## src/assert_macros.svh

```systemverilog
// Assertion macros shared by the Modbus RTU receiver modules.
// Expects clk_i and rst_ni in the scope of every use.
`ifndef ASSERT_MACROS_SVH
`define ASSERT_MACROS_SVH
`ifndef SYNTHESIS
`define MB_ASSERT(lbl, prop, msg) \
  lbl: assert property (@(posedge clk_i) disable iff (!rst_ni) prop) else $error(msg);
`define MB_ASSERT_ALWAYS(lbl, prop, msg) \
  lbl: assert property (@(posedge clk_i) prop) else $error(msg);
`else
`define MB_ASSERT(lbl, prop, msg)
`define MB_ASSERT_ALWAYS(lbl, prop, msg)
`endif
`endif

```

## src/mbrtu_pkg.sv

```systemverilog
// Types, constants and helper functions for the Modbus RTU frame receiver.
// No dependencies; used by every module of the block.
package mbrtu_pkg;

  // Frame size limit and derived widths
  localparam int unsigned MAX_FRAME_BYTES = 256;
  localparam int unsigned LEN_W           = 11;  // holds count + data + crc sums
  localparam int unsigned QUEUE_DEPTH     = 2;
  localparam int unsigned QPTR_W          = $clog2(QUEUE_DEPTH);
  localparam int unsigned QCNT_W          = $clog2(QUEUE_DEPTH + 1);

  localparam logic [15:0] CRC_INIT = 16'hFFFF;
  localparam logic [15:0] CRC_POLY = 16'hA001;

  // Configuration register indexes
  localparam logic CFG_OWN_ADDRESS  = 1'b0;
  localparam logic CFG_MESSAGE_KIND = 1'b1;

  // Input item kinds
  localparam logic FUNC_BYTE    = 1'b0;
  localparam logic FUNC_TIMEOUT = 1'b1;

  typedef enum logic [2:0] {
    ST_RECEIVING   = 3'd0,
    ST_FRAME_OK    = 3'd1,
    ST_OTHER_SLAVE = 3'd2,
    ST_CRC_ERROR   = 3'd3,
    ST_TOO_LONG    = 3'd4,
    ST_TIMEOUT     = 3'd5
  } status_e;

  typedef enum logic [1:0] {
    PH_HEAD = 2'd0,
    PH_META = 2'd1,
    PH_DATA = 2'd2
  } phase_e;

  typedef struct packed {
    logic       func;
    logic [7:0] rx_byte;
  } in_item_t;

  typedef struct packed {
    logic [2:0] status;
    logic [7:0] byte_index;
    logic [7:0] data_byte;
    logic [7:0] function_code;
    logic [8:0] frame_length;
  } out_item_t;

  // Classified entry in the front-to-back queue
  typedef struct packed {
    logic       is_timeout;
    logic [7:0] data;
  } q_item_t;

  // Queue head as seen by the back end
  typedef struct packed {
    logic    valid;
    q_item_t item;
  } q_head_t;

  // One byte of CRC-16/Modbus, reflected polynomial
  function automatic logic [15:0] crc16_byte(input logic [15:0] crc, input logic [7:0] b);
    logic [15:0] c;
    c = crc ^ {8'h00, b};
    for (int k = 0; k < 8; k++) begin
      if (c[0]) c = (c >> 1) ^ CRC_POLY;
      else      c = c >> 1;
    end
    return c;
  endfunction

  // Meta part length after address and function
  function automatic logic [3:0] meta_length(input logic [7:0] fc, input logic kind);
    logic [3:0] m;
    m = 4'd0;
    if (kind == 1'b0) begin
      case (fc) inside
        [8'd0:8'd6]:  m = 4'd4;
        8'd15, 8'd16: m = 4'd5;
        8'd22:        m = 4'd6;
        8'd23:        m = 4'd9;
        default:      m = 4'd0;
      endcase
    end else begin
      case (fc) inside
        8'd5, 8'd6, 8'd15, 8'd16: m = 4'd4;
        8'd22:                    m = 4'd6;
        default:                  m = 4'd1;
      endcase
    end
    return m;
  endfunction

  // Last meta byte is a byte count for these codes
  function automatic logic has_count(input logic [7:0] fc, input logic kind);
    logic r;
    if (kind == 1'b0) r = (fc == 8'd15) || (fc == 8'd16) || (fc == 8'd23);
    else              r = (fc <= 8'd4) || (fc == 8'd17) || (fc == 8'd23);
    return r;
  endfunction

endpackage

```

## src/mbrtu_front.sv

```systemverilog
// Front end: accepts input beats, classifies them and queues them.
// Depends on mbrtu_pkg and assert_macros.svh.
`include "assert_macros.svh"
module mbrtu_front (
  input  logic                clk_i,
  input  logic                rst_ni,
  input  logic                in_valid_i,
  output logic                in_stall_o,
  input  mbrtu_pkg::in_item_t in_data_i,
  output mbrtu_pkg::q_head_t  head_o,
  input  logic                pop_i
);

  mbrtu_pkg::q_item_t                      mem_q [mbrtu_pkg::QUEUE_DEPTH];
  logic [mbrtu_pkg::QPTR_W-1:0]            wr_ptr_q, wr_ptr_d, rd_ptr_q, rd_ptr_d;
  logic [mbrtu_pkg::QCNT_W-1:0]            cnt_q, cnt_d;
  logic                                    push;
  mbrtu_pkg::q_item_t                      cls;

  // Classify: timeouts carry no byte
  always_comb begin
    cls.is_timeout = (in_data_i.func == mbrtu_pkg::FUNC_TIMEOUT);
    cls.data       = cls.is_timeout ? 8'h00 : in_data_i.rx_byte;
  end

  assign in_stall_o = (cnt_q == mbrtu_pkg::QCNT_W'(mbrtu_pkg::QUEUE_DEPTH));
  assign push       = in_valid_i && !in_stall_o;

  assign head_o.valid = (cnt_q != '0);
  assign head_o.item  = mem_q[rd_ptr_q];

  // Pointer and count update
  always_comb begin
    wr_ptr_d = wr_ptr_q;
    rd_ptr_d = rd_ptr_q;
    cnt_d    = cnt_q;
    if (push) begin
      wr_ptr_d = (wr_ptr_q == mbrtu_pkg::QPTR_W'(mbrtu_pkg::QUEUE_DEPTH - 1)) ?
                 '0 : wr_ptr_q + 1'b1;
    end
    if (pop_i) begin
      rd_ptr_d = (rd_ptr_q == mbrtu_pkg::QPTR_W'(mbrtu_pkg::QUEUE_DEPTH - 1)) ?
                 '0 : rd_ptr_q + 1'b1;
    end
    if (push && !pop_i)      cnt_d = cnt_q + 1'b1;
    else if (!push && pop_i) cnt_d = cnt_q - 1'b1;
  end

  always_ff @(posedge clk_i or negedge rst_ni) begin
    if (!rst_ni) begin
      wr_ptr_q <= '0;
      rd_ptr_q <= '0;
      cnt_q    <= '0;
    end else begin
      wr_ptr_q <= wr_ptr_d;
      rd_ptr_q <= rd_ptr_d;
      cnt_q    <= cnt_d;
    end
  end

  // Queue storage, no reset needed
  always_ff @(posedge clk_i) begin
    if (push) mem_q[wr_ptr_q] <= cls;
  end

  `MB_ASSERT(a_no_pop_empty, pop_i |-> head_o.valid, "pop from empty queue")
  `MB_ASSERT(a_cnt_bound, cnt_q <= mbrtu_pkg::QCNT_W'(mbrtu_pkg::QUEUE_DEPTH), "queue overfilled")
  `MB_ASSERT(a_push_grows, (push && !pop_i) |=> (cnt_q == $past(cnt_q) + 1'b1), "count lost a push")

endmodule

```

## src/mbrtu_back.sv

```systemverilog
// Back end: frame length tracking, CRC, address check and result register.
// Depends on mbrtu_pkg and assert_macros.svh.
`include "assert_macros.svh"
module mbrtu_back (
  input  logic                 clk_i,
  input  logic                 rst_ni,
  input  logic                 cfg_we_i,
  input  logic                 cfg_idx_i,
  input  logic [7:0]           cfg_data_i,
  input  mbrtu_pkg::q_head_t   head_i,
  output logic                 pop_o,
  output logic                 out_valid_o,
  input  logic                 out_stall_i,
  output mbrtu_pkg::out_item_t out_data_o
);

  logic [7:0]           own_addr_q;
  logic                 kind_q;
  mbrtu_pkg::phase_e    phase_q, phase_d;
  logic [8:0]           rem_q, rem_d;
  logic [8:0]           rcv_q, rcv_d;
  logic [15:0]          crc_q, crc_d;
  logic [7:0]           func_q, func_d;
  logic [7:0]           addr_q, addr_d;
  logic                 out_valid_q, out_valid_d;
  mbrtu_pkg::out_item_t out_q, res;

  logic                           restart, meta_done;
  logic [7:0]                     count, b;
  logic [8:0]                     rcv_inc, rem_dec, need;
  logic [3:0]                     mlen;
  logic [mbrtu_pkg::LEN_W-1:0]    total;
  mbrtu_pkg::status_e             status;

  assign pop_o = head_i.valid && (!out_valid_q || !out_stall_i);
  assign b     = head_i.item.data;

  // Per-beat frame update
  always_comb begin
    phase_d   = phase_q;
    rem_d     = rem_q;
    rcv_d     = rcv_q;
    crc_d     = crc_q;
    func_d    = func_q;
    addr_d    = addr_q;
    restart   = 1'b0;
    meta_done = 1'b0;
    count     = 8'h00;
    mlen      = 4'd0;
    status    = mbrtu_pkg::ST_RECEIVING;
    rcv_inc   = rcv_q + 1'b1;
    rem_dec   = (rem_q != '0) ? rem_q - 1'b1 : rem_q;
    need      = 9'd2;
    total     = '0;
    res.byte_index    = rcv_q[7:0];
    res.data_byte     = b;
    res.function_code = 8'h00;
    res.frame_length  = 9'd0;

    if (head_i.item.is_timeout) begin
      status            = mbrtu_pkg::ST_TIMEOUT;
      res.data_byte     = 8'h00;
      res.function_code = (rcv_q >= 9'd2) ? func_q : 8'h00;
      res.frame_length  = rcv_q;
      restart           = 1'b1;
    end else begin
      crc_d   = mbrtu_pkg::crc16_byte(crc_q, b);
      addr_d  = (rcv_q == 9'd0) ? b : addr_q;
      func_d  = (rcv_q == 9'd1) ? b : func_q;
      rcv_d   = rcv_inc;
      rem_d   = rem_dec;
      res.function_code = (rcv_inc >= 9'd2) ? func_d : 8'h00;

      if (rem_dec == '0) begin
        unique case (phase_q)
          mbrtu_pkg::PH_HEAD: begin
            mlen = mbrtu_pkg::meta_length(func_d, kind_q);
            if (mlen != 4'd0) begin
              phase_d = mbrtu_pkg::PH_META;
              rem_d   = {5'd0, mlen};
            end else begin
              meta_done = 1'b1;
            end
          end
          mbrtu_pkg::PH_META: begin
            meta_done = 1'b1;
            if (mbrtu_pkg::has_count(func_d, kind_q)) count = b;
          end
          mbrtu_pkg::PH_DATA: begin
            if (addr_d != own_addr_q && addr_d != 8'h00) status = mbrtu_pkg::ST_OTHER_SLAVE;
            else if (crc_d == 16'h0000)                  status = mbrtu_pkg::ST_FRAME_OK;
            else                                         status = mbrtu_pkg::ST_CRC_ERROR;
            res.frame_length = rcv_inc;
            restart          = 1'b1;
          end
          default: begin
            restart = 1'b1;
          end
        endcase

        // End of meta part: size the data part and check the limit
        if (meta_done) begin
          need  = {1'b0, count} + 9'd2;
          total = mbrtu_pkg::LEN_W'(rcv_inc) + mbrtu_pkg::LEN_W'(need);
          if (total > mbrtu_pkg::LEN_W'(mbrtu_pkg::MAX_FRAME_BYTES)) begin
            status           = mbrtu_pkg::ST_TOO_LONG;
            res.frame_length = rcv_inc;
            restart          = 1'b1;
          end else begin
            phase_d = mbrtu_pkg::PH_DATA;
            rem_d   = need;
          end
        end
      end
    end

    res.status = status;

    if (restart) begin
      phase_d = mbrtu_pkg::PH_HEAD;
      rem_d   = 9'd2;
      rcv_d   = 9'd0;
      crc_d   = mbrtu_pkg::CRC_INIT;
      func_d  = 8'h00;
      addr_d  = 8'h00;
    end
  end

  assign out_valid_d = pop_o || (out_valid_q && out_stall_i);

  always_ff @(posedge clk_i or negedge rst_ni) begin
    if (!rst_ni) begin
      own_addr_q  <= 8'd1;
      kind_q      <= 1'b0;
      phase_q     <= mbrtu_pkg::PH_HEAD;
      rem_q       <= 9'd2;
      rcv_q       <= 9'd0;
      crc_q       <= mbrtu_pkg::CRC_INIT;
      func_q      <= 8'h00;
      addr_q      <= 8'h00;
      out_valid_q <= 1'b0;
    end else begin
      // Configuration writes
      if (cfg_we_i && cfg_idx_i == mbrtu_pkg::CFG_OWN_ADDRESS)  own_addr_q <= cfg_data_i;
      if (cfg_we_i && cfg_idx_i == mbrtu_pkg::CFG_MESSAGE_KIND) kind_q     <= cfg_data_i[0];
      if (pop_o) begin
        phase_q <= phase_d;
        rem_q   <= rem_d;
        rcv_q   <= rcv_d;
        crc_q   <= crc_d;
        func_q  <= func_d;
        addr_q  <= addr_d;
      end
      out_valid_q <= out_valid_d;
    end
  end

  // Result register
  always_ff @(posedge clk_i) begin
    if (pop_o) out_q <= res;
  end

  assign out_valid_o = out_valid_q;
  assign out_data_o  = out_q;

  `MB_ASSERT(a_rem_nonzero, rem_q != 9'd0, "bytes remaining reached zero between beats")
  `MB_ASSERT(a_data_after_hdr, (phase_q == mbrtu_pkg::PH_DATA) |-> (rcv_q >= 9'd2), "data phase without header")
  `MB_ASSERT(a_len_bound, rcv_q <= 9'(mbrtu_pkg::MAX_FRAME_BYTES), "frame exceeded size limit")
  `MB_ASSERT(a_head_clean, (phase_q == mbrtu_pkg::PH_HEAD && rcv_q == 9'd0) |-> (crc_q == mbrtu_pkg::CRC_INIT), "crc not reset at frame start")

endmodule

```

## src/modbus_rtu_frame_receiver_top.sv

```systemverilog
// Modbus RTU frame receiver: top level joining front queue and back end.
// Depends on mbrtu_pkg, mbrtu_front and mbrtu_back.
//
// Usage:
//   Input channel (in_valid_i / in_stall_o / in_data_i): each beat is a
//   received byte (func 0) or a timeout event (func 1).
//   Output channel (out_valid_o / out_stall_i / out_data_o): exactly one
//   result beat per input beat, in order: status, byte index, byte,
//   function code and frame length once a frame ends.
//   Config port (cfg_we_i, cfg_idx_i, cfg_data_i): index 0 own address,
//   index 1 message kind; write only while no beats are in flight.
// Path: an accepted beat passes through the two-entry queue, then the
//   result register, which drives out_data_o.
// Throughput: one beat per cycle while out_stall_i stays low; the CRC and
//   length update of one byte is combinational logic in the back end.
// Reset: the queue empties, the frame state returns to a fresh frame,
//   own address reads 1 and message kind 0.
// When the receiver stalls, the result register holds, the queue fills
//   up to two beats and then in_stall_o rises.
module modbus_rtu_frame_receiver_top (
  input  logic                 clk_i,
  input  logic                 rst_ni,
  input  logic                 in_valid_i,
  output logic                 in_stall_o,
  input  mbrtu_pkg::in_item_t  in_data_i,
  output logic                 out_valid_o,
  input  logic                 out_stall_i,
  output mbrtu_pkg::out_item_t out_data_o,
  input  logic                 cfg_we_i,
  input  logic                 cfg_idx_i,
  input  logic [7:0]           cfg_data_i
);

  mbrtu_pkg::q_head_t head;
  logic               pop;

  mbrtu_front u_front (
    .clk_i      (clk_i),
    .rst_ni     (rst_ni),
    .in_valid_i (in_valid_i),
    .in_stall_o (in_stall_o),
    .in_data_i  (in_data_i),
    .head_o     (head),
    .pop_i      (pop)
  );

  mbrtu_back u_back (
    .clk_i       (clk_i),
    .rst_ni      (rst_ni),
    .cfg_we_i    (cfg_we_i),
    .cfg_idx_i   (cfg_idx_i),
    .cfg_data_i  (cfg_data_i),
    .head_i      (head),
    .pop_o       (pop),
    .out_valid_o (out_valid_o),
    .out_stall_i (out_stall_i),
    .out_data_o  (out_data_o)
  );

endmodule
```

## config.mk

```make
export PLATFORM = sky130hd
export DESIGN_NAME = modbus_rtu_frame_receiver_top
export DESIGN_NICKNAME = d
export VERILOG_FILES = /design/src/mbrtu_pkg.sv /design/src/mbrtu_front.sv /design/src/mbrtu_back.sv /design/src/modbus_rtu_frame_receiver_top.sv
export VERILOG_INCLUDE_DIRS = /design/src /design/src/src
export SDC_FILE = /design/constraint.sdc
export NUM_CORES = 1
export LEC_CHECK = 0
export BUFFER_PORTS_ARGS = -buffer_cell sky130_fd_sc_hd__buf_2
export CORE_UTILIZATION = 60
export CTS_CLUSTER_DIAMETER = 80
export DETAILED_ROUTE_END_ITERATION = 16
export PLACE_DENSITY_LB_ADDON = 0.25
export SETUP_SLACK_MARGIN = 0.15
export SLEW_MARGIN = 20
export SYNTH_ARGS = -nofsm -noshare
export SYNTH_HDL_FRONTEND = slang
export SYNTH_SLANG_ARGS = --single-unit
```

## constraint.sdc

```tcl
create_clock -name clk_i -period 6.5 [get_ports clk_i]
set_clock_uncertainty 0.2 [all_clocks]
set_input_delay 1.3 -clock clk_i [delete_from_list [all_inputs] [get_ports clk_i]]
set_output_delay 1.3 -clock clk_i [all_outputs]
set_load 0.05 [all_outputs]
```

### Word level (Yosys, flattened, before mapping)

Memories as Yosys holds them, arrays and structs flattened.
Index checks and enable logic that the tools add are counted.

* word-level logic and storage cells: 181
* memory bits (writable): 18
* bits of input ports: 23
* bits in latches: 0
* output and inout port bits: 38
* flip-flop bits (word level): 102
* memories kept: 1
* memory bits (read-only): 0

Memories
* u_front.mem_q: depth 2, width 9, read ports 1, clocked after memory_dff 0, write ports 1, line mbrtu_front.sv:14 `mbrtu_pkg::q_item_t mem_q [mbrtu_pkg::QUEUE_DEPTH];`

* multiply operators: 0
* magnitude comparators: 6
* div/mod/pow operators: 0
* $add $sub $neg: 8
* bitwise gates (word level): 11
* shift-type cells: 0
* reductions and logical operators: 36
* mux-type cells: 88
* eq/ne operators: 13

Operators by type and width (count)
* $mux W16: 18
* $mux W9: 14
* $mux W8: 13
* $mux W4: 9
* $eq A8 B5 Y1 const B: 4
* $not A2 Y3: 8
* $mux W2: 10
* $ge A9 B2 Y1 const B: 2
* $logic_not A9 Y1: 2
* $mux W3: 6
* $mux W17: 1
* $eq A8 B3 Y1 const B: 2
* $le A8 B3 Y1 const B: 2
* $logic_not A16 Y1: 1
* $mux W1: 16
* $xor A16 B8 Y16: 1
* $gt A11 B9 Y1 const B: 1
* $add A9 B9 Y10: 1
* $add A8 B2 Y9 const B: 1
* $add A9 B1 Y9 const B: 1
* $eq A9 B1 Y1 const B: 1
* $logic_and A1 B1 Y1: 9
* $reduce_bool A9 Y1: 1
* $sub A9 B1 Y9 const B: 1
* 21 further kinds: 37

### Logic depth before layout (Yosys ltp)

An unclocked memory read counts as a cell.

* word-level depth: 33
* mapped depth: 24
* mapped depth without buffers: 23

### By module

From an unflattened synthesis, not the netlist that was laid out.

* cells, all modules: 658
* area, all modules: 6988.0 um^2

Modules (own cells, without submodules)
* mbrtu_back: area each 6069.6 um^2, cells an instance 603, instances 1
* mbrtu_front: area each 918.4 um^2, cells an instance 55, instances 1

### Least setup slack after synthesis

No wires, ideal clock.

* path type: flip-flop to flip-flop
* start point: register u_back.rcv_q[1]
* end point: register u_back.out_q, in the netlist u_back.out_data_o[5] (data pin)
* arrival: 4.798 ns
* required time: 6.032 ns
* stages on the path, launching flop included: 21
* setup slack: 1.233 ns
* clock period less this slack: 5.267 ns
* buffers on the path: 1
* cell sequence: dfrtp_1 -> inv_1 -> ha_1 -> or4b_4 -> or4_4 -> and2_4 -> o22ai_1 -> nand2_1 -> nor2_1 -> ha_1 -> ha_1 -> nor2b_1 -> o31a_1 -> o21ba_2 -> o31ai_1 -> a31oi_1 -> o22ai_1 -> o21a_1 -> buf_4 -> a2bb2oi_1 -> o31ai_1

RTL lines
* from (decl): line mbrtu_back.sv:21 `logic [8:0] rcv_q, rcv_d;`
* from (signal assigned): line mbrtu_back.sv:149 `rcv_q <= rcv_d;`
* to (signal assigned): line mbrtu_back.sv:160 `if (pop_o) out_q <= res;`
* to (decl): line mbrtu_back.sv:26 `mbrtu_pkg::out_item_t out_q, res;`

==> metrics.txt <==
status finished, final reports clean; dominant cell type by area after synthesis edfxtp_1; Post-Synthesis Cells 693; CP peak stage delay 0.55 ns; total core area 11,000 µm²; die height 109 µm; Antenna Cells 0; drt first pass iters 6; largest net degree at the start of global routing 67; hold path depth 2; Avg WL per Cell 19.3 µm; Total GRT Usage 0.320; number of synthesized register bits 120; # rows 38; cts bufs inserted 17; Tightest Hold Check Type register to register; global route hottest layer met2; clock buffer depth 2; Crit Path Class register to register; area overhead of the layout relative to synthesis 16.2%; Slew HR 0.445; fin. max-slew vios 0; prevailing post-synth register cell edfxtp_1; critical-path maximum fanout 11; synth top area cells edfxtp_1 (23%), dfrtp_1 (17%), dfstp_2 (6.8%); Avg Cell Area, Syn 9.97 µm²; Final Cycle Share 0.908; clk root buf clkbuf_16; initial antenna violation count 0; Yosys top cell area share 0.235; via count 5,769; critical path cell sequence inv_1 > ha_1 > or4b_4 > or4_4 > and2_4 > o22ai_1 > nand2_1 > nor2_1 > ha_1 > ha_1 > a211oi_1 > o21bai_1 > a21oi_1 > mux2i_1 > nand2_1 > o22ai_1 > o21a_2 > nor2_1 > mux2_2; Async S/R FF share, synth 0.550; layout cell share with drive strength beyond 1 0.211; Static Leak 3.38 nW; Fin. Hold Viols 0; Synth cell types 74; RSZ-0062 raised after global routing no; VDD IR max 0.000710 V; nets 801; worst-margin pin slew 0.832 ns; syn nets 734; most common cell in the netlist nor2_1; hold_buf cts 0; flop2flop setup slack 0.60 ns; fin crit period 5.90 ns; die area 11,900 µm²; element type at the critical path end register; setup TNS 0 ns; Worst-Skew Late Latency 0.41 ns; EDFF count, synth 54; total power 4.97 mW; Worst path most repeated cell ha_1; Synth top cells by count nor2_1 (77), nand2_1 (62), edfxtp_1 (54), dfrtp_1 (48), a21oi_1 (37); RD Place Congestion 0.941; Final setup viols 0; antenna-violating nets left 0; CP required 6.46 ns; Power Dens Cells 618 nW/µm²; Worst R2R Path Depth 19; grt met1 use 0.415; CTS Sinks 120; die width 109 µm; vias in the first global route 5,678; Crit-path slowest cell or4_4; GRT overflow 0; clock-pin slew on the worst setup and hold paths 0.06 ns; CTS tree built; Initial Util 0.626; I/O Pins 61; Post-Syn Area 6910 µm²; final HPWL from detailed placement 12,300 µm; maximum clock rate 169 MHz; WL final 17,600 µm; H-Tree Depth 4; met2 usage 0.526; GRT met3 Usage 0.0605; First DRT Iteration DRCs 640; DRC 0; number of buffers inserted by port buffering 60; Max Cap Viol 0; Setup crit start kind register; first-pass GRT wire length 28,800 µm; critical path arrival 5.87 ns; Avg Vias per Cell 6.32; sequential-to-total area share from yosys stat 0.477; Synth Warn # 0
cell type report:
class / count / area [µm²]
clock inverters: 15 / 199
inverters: 23 / 86.3
clock buffers: 17 / 425
repair buffers: 77 / 428
fillers: 809 / 3000
multi-input cells: 521 / 3420
well taps: 140 / 175
flip-flops and latches: 120 / 3300
cell usage in the layout (no fill, tap or decap), types with 10 or more instances in the layout:
cell type   n
nor2_1     77
nand2_1    62
buf_2      60
edfxtp_1   54
dfrtp_1    48
a21oi_1    37
xnor2_1    30
o21ai_0    30
inv_1      22
nand3_1    21
o31ai_1    21
xor2_1     19
nor3_1     18
dfstp_2    18
ha_1       17
clkbuf_16  17
buf_4      17
o2bb2ai_1  15
nor2b_1    14
mux2_2     13
a31oi_1    10
final timing paths:
| check | start | endpoint |
|---|---|---|
| worst max-delay path | u_back.rcv_q[1]$_DFFE_PN0P_ | u_back.out_data_o[0]$_DFFE_PP_ |
| worst min-delay path | u_back.addr_q[7]$_DFFE_PN0P_ | u_back.addr_q[7]$_DFFE_PN0P_ |
| worst max register to register | u_back.rcv_q[1]$_DFFE_PN0P_ | u_back.out_data_o[0]$_DFFE_PP_ |
| worst min register to register | u_back.addr_q[7]$_DFFE_PN0P_ | u_back.addr_q[7]$_DFFE_PN0P_ |
| max in group asynchronous | rst_ni | u_back.rcv_q[3]$_DFFE_PN0P_ |
| min in group asynchronous | rst_ni | u_back.rem_q[8]$_DFFE_PN0P_ |
critical path, delay by kind of cell (launching register included):
| family | cells | cell delay (ns) |
|---|---|---|
| buffers and inverters | 1 | 0.14 |
| DFF | 1 | 0.47 |
| AOI/OAI and AO/OA | 6 | 1.68 |
| adders and majority gates | 3 | 0.81 |
| and+or+nand+nor | 7 | 1.82 |
| muxes | 2 | 0.54 |
routing by layer:
layer | wire length [µm] | vias to the layer above
met4 | 414 | 0
met2 | 8510 | 264
met1 | 7590 | 2781
met5 | 0 | -
li1 | - | 2684
met3 | 1100 | 40
what timing repair did:
item,in CTS,in global routing
resized for setup,0,2
endpoints found under the setup margin,0,4
setup buffers,0,0
hold endpoints to repair,0,0
cell families (layout without fill, tap and decap cells):
group,after synthesis,in the layout,share of synthesized area
adders and majority gates,18,18,0.0337
AOI/OAI and AO/OA,180,180,0.181
and+or+nand+nor,252,252,0.181
xor gates and xnor gates,49,49,0.0621
buffers and inverters,52,132,0.0306
muxes,22,22,0.0342
DFF,120,120,0.477
sequential cells by signal, indices dropped and copies added (netlist names):
register            cells
u_back.out_data_o      36
u_front.mem_q          18
u_back.crc_q           16
u_back.rcv_q            9
u_back.rem_q            9
u_back.addr_q           8
u_back.func_q           8
u_back.own_addr_q       8
u_back.phase_q          2
u_front.cnt_q           2
u_back.kind_q           1
u_back.out_valid_o      1
u_front.rd_ptr_q        1
u_front.wr_ptr_q        1
through the flow:
stage          utilization  hold slack (ns)  cells  worst slack, ns  instance area, µm²
3_3_place_gp         0.671            0.259    881            0.860                7400
2_1_floorplan            -            0.220    693             1.23                6910
6_report             0.728            0.302    913            0.599                8030
5_1_grt              0.728            0.319    913            0.235                8030
3_5_place_dp         0.671            0.289    881            0.642                7400
4_1_cts              0.727            0.300    913            0.526                8020
power by group:
group / internal, mW / switching (mW) / leakage [nW]
clock: 0.642 / 0.358 / 0.295
sequential: 1.14 / 0.218 / 1.35
combinational: 0.894 / 1.71 / 1.73
Note: power is estimated with default switching activity, not from simulation.
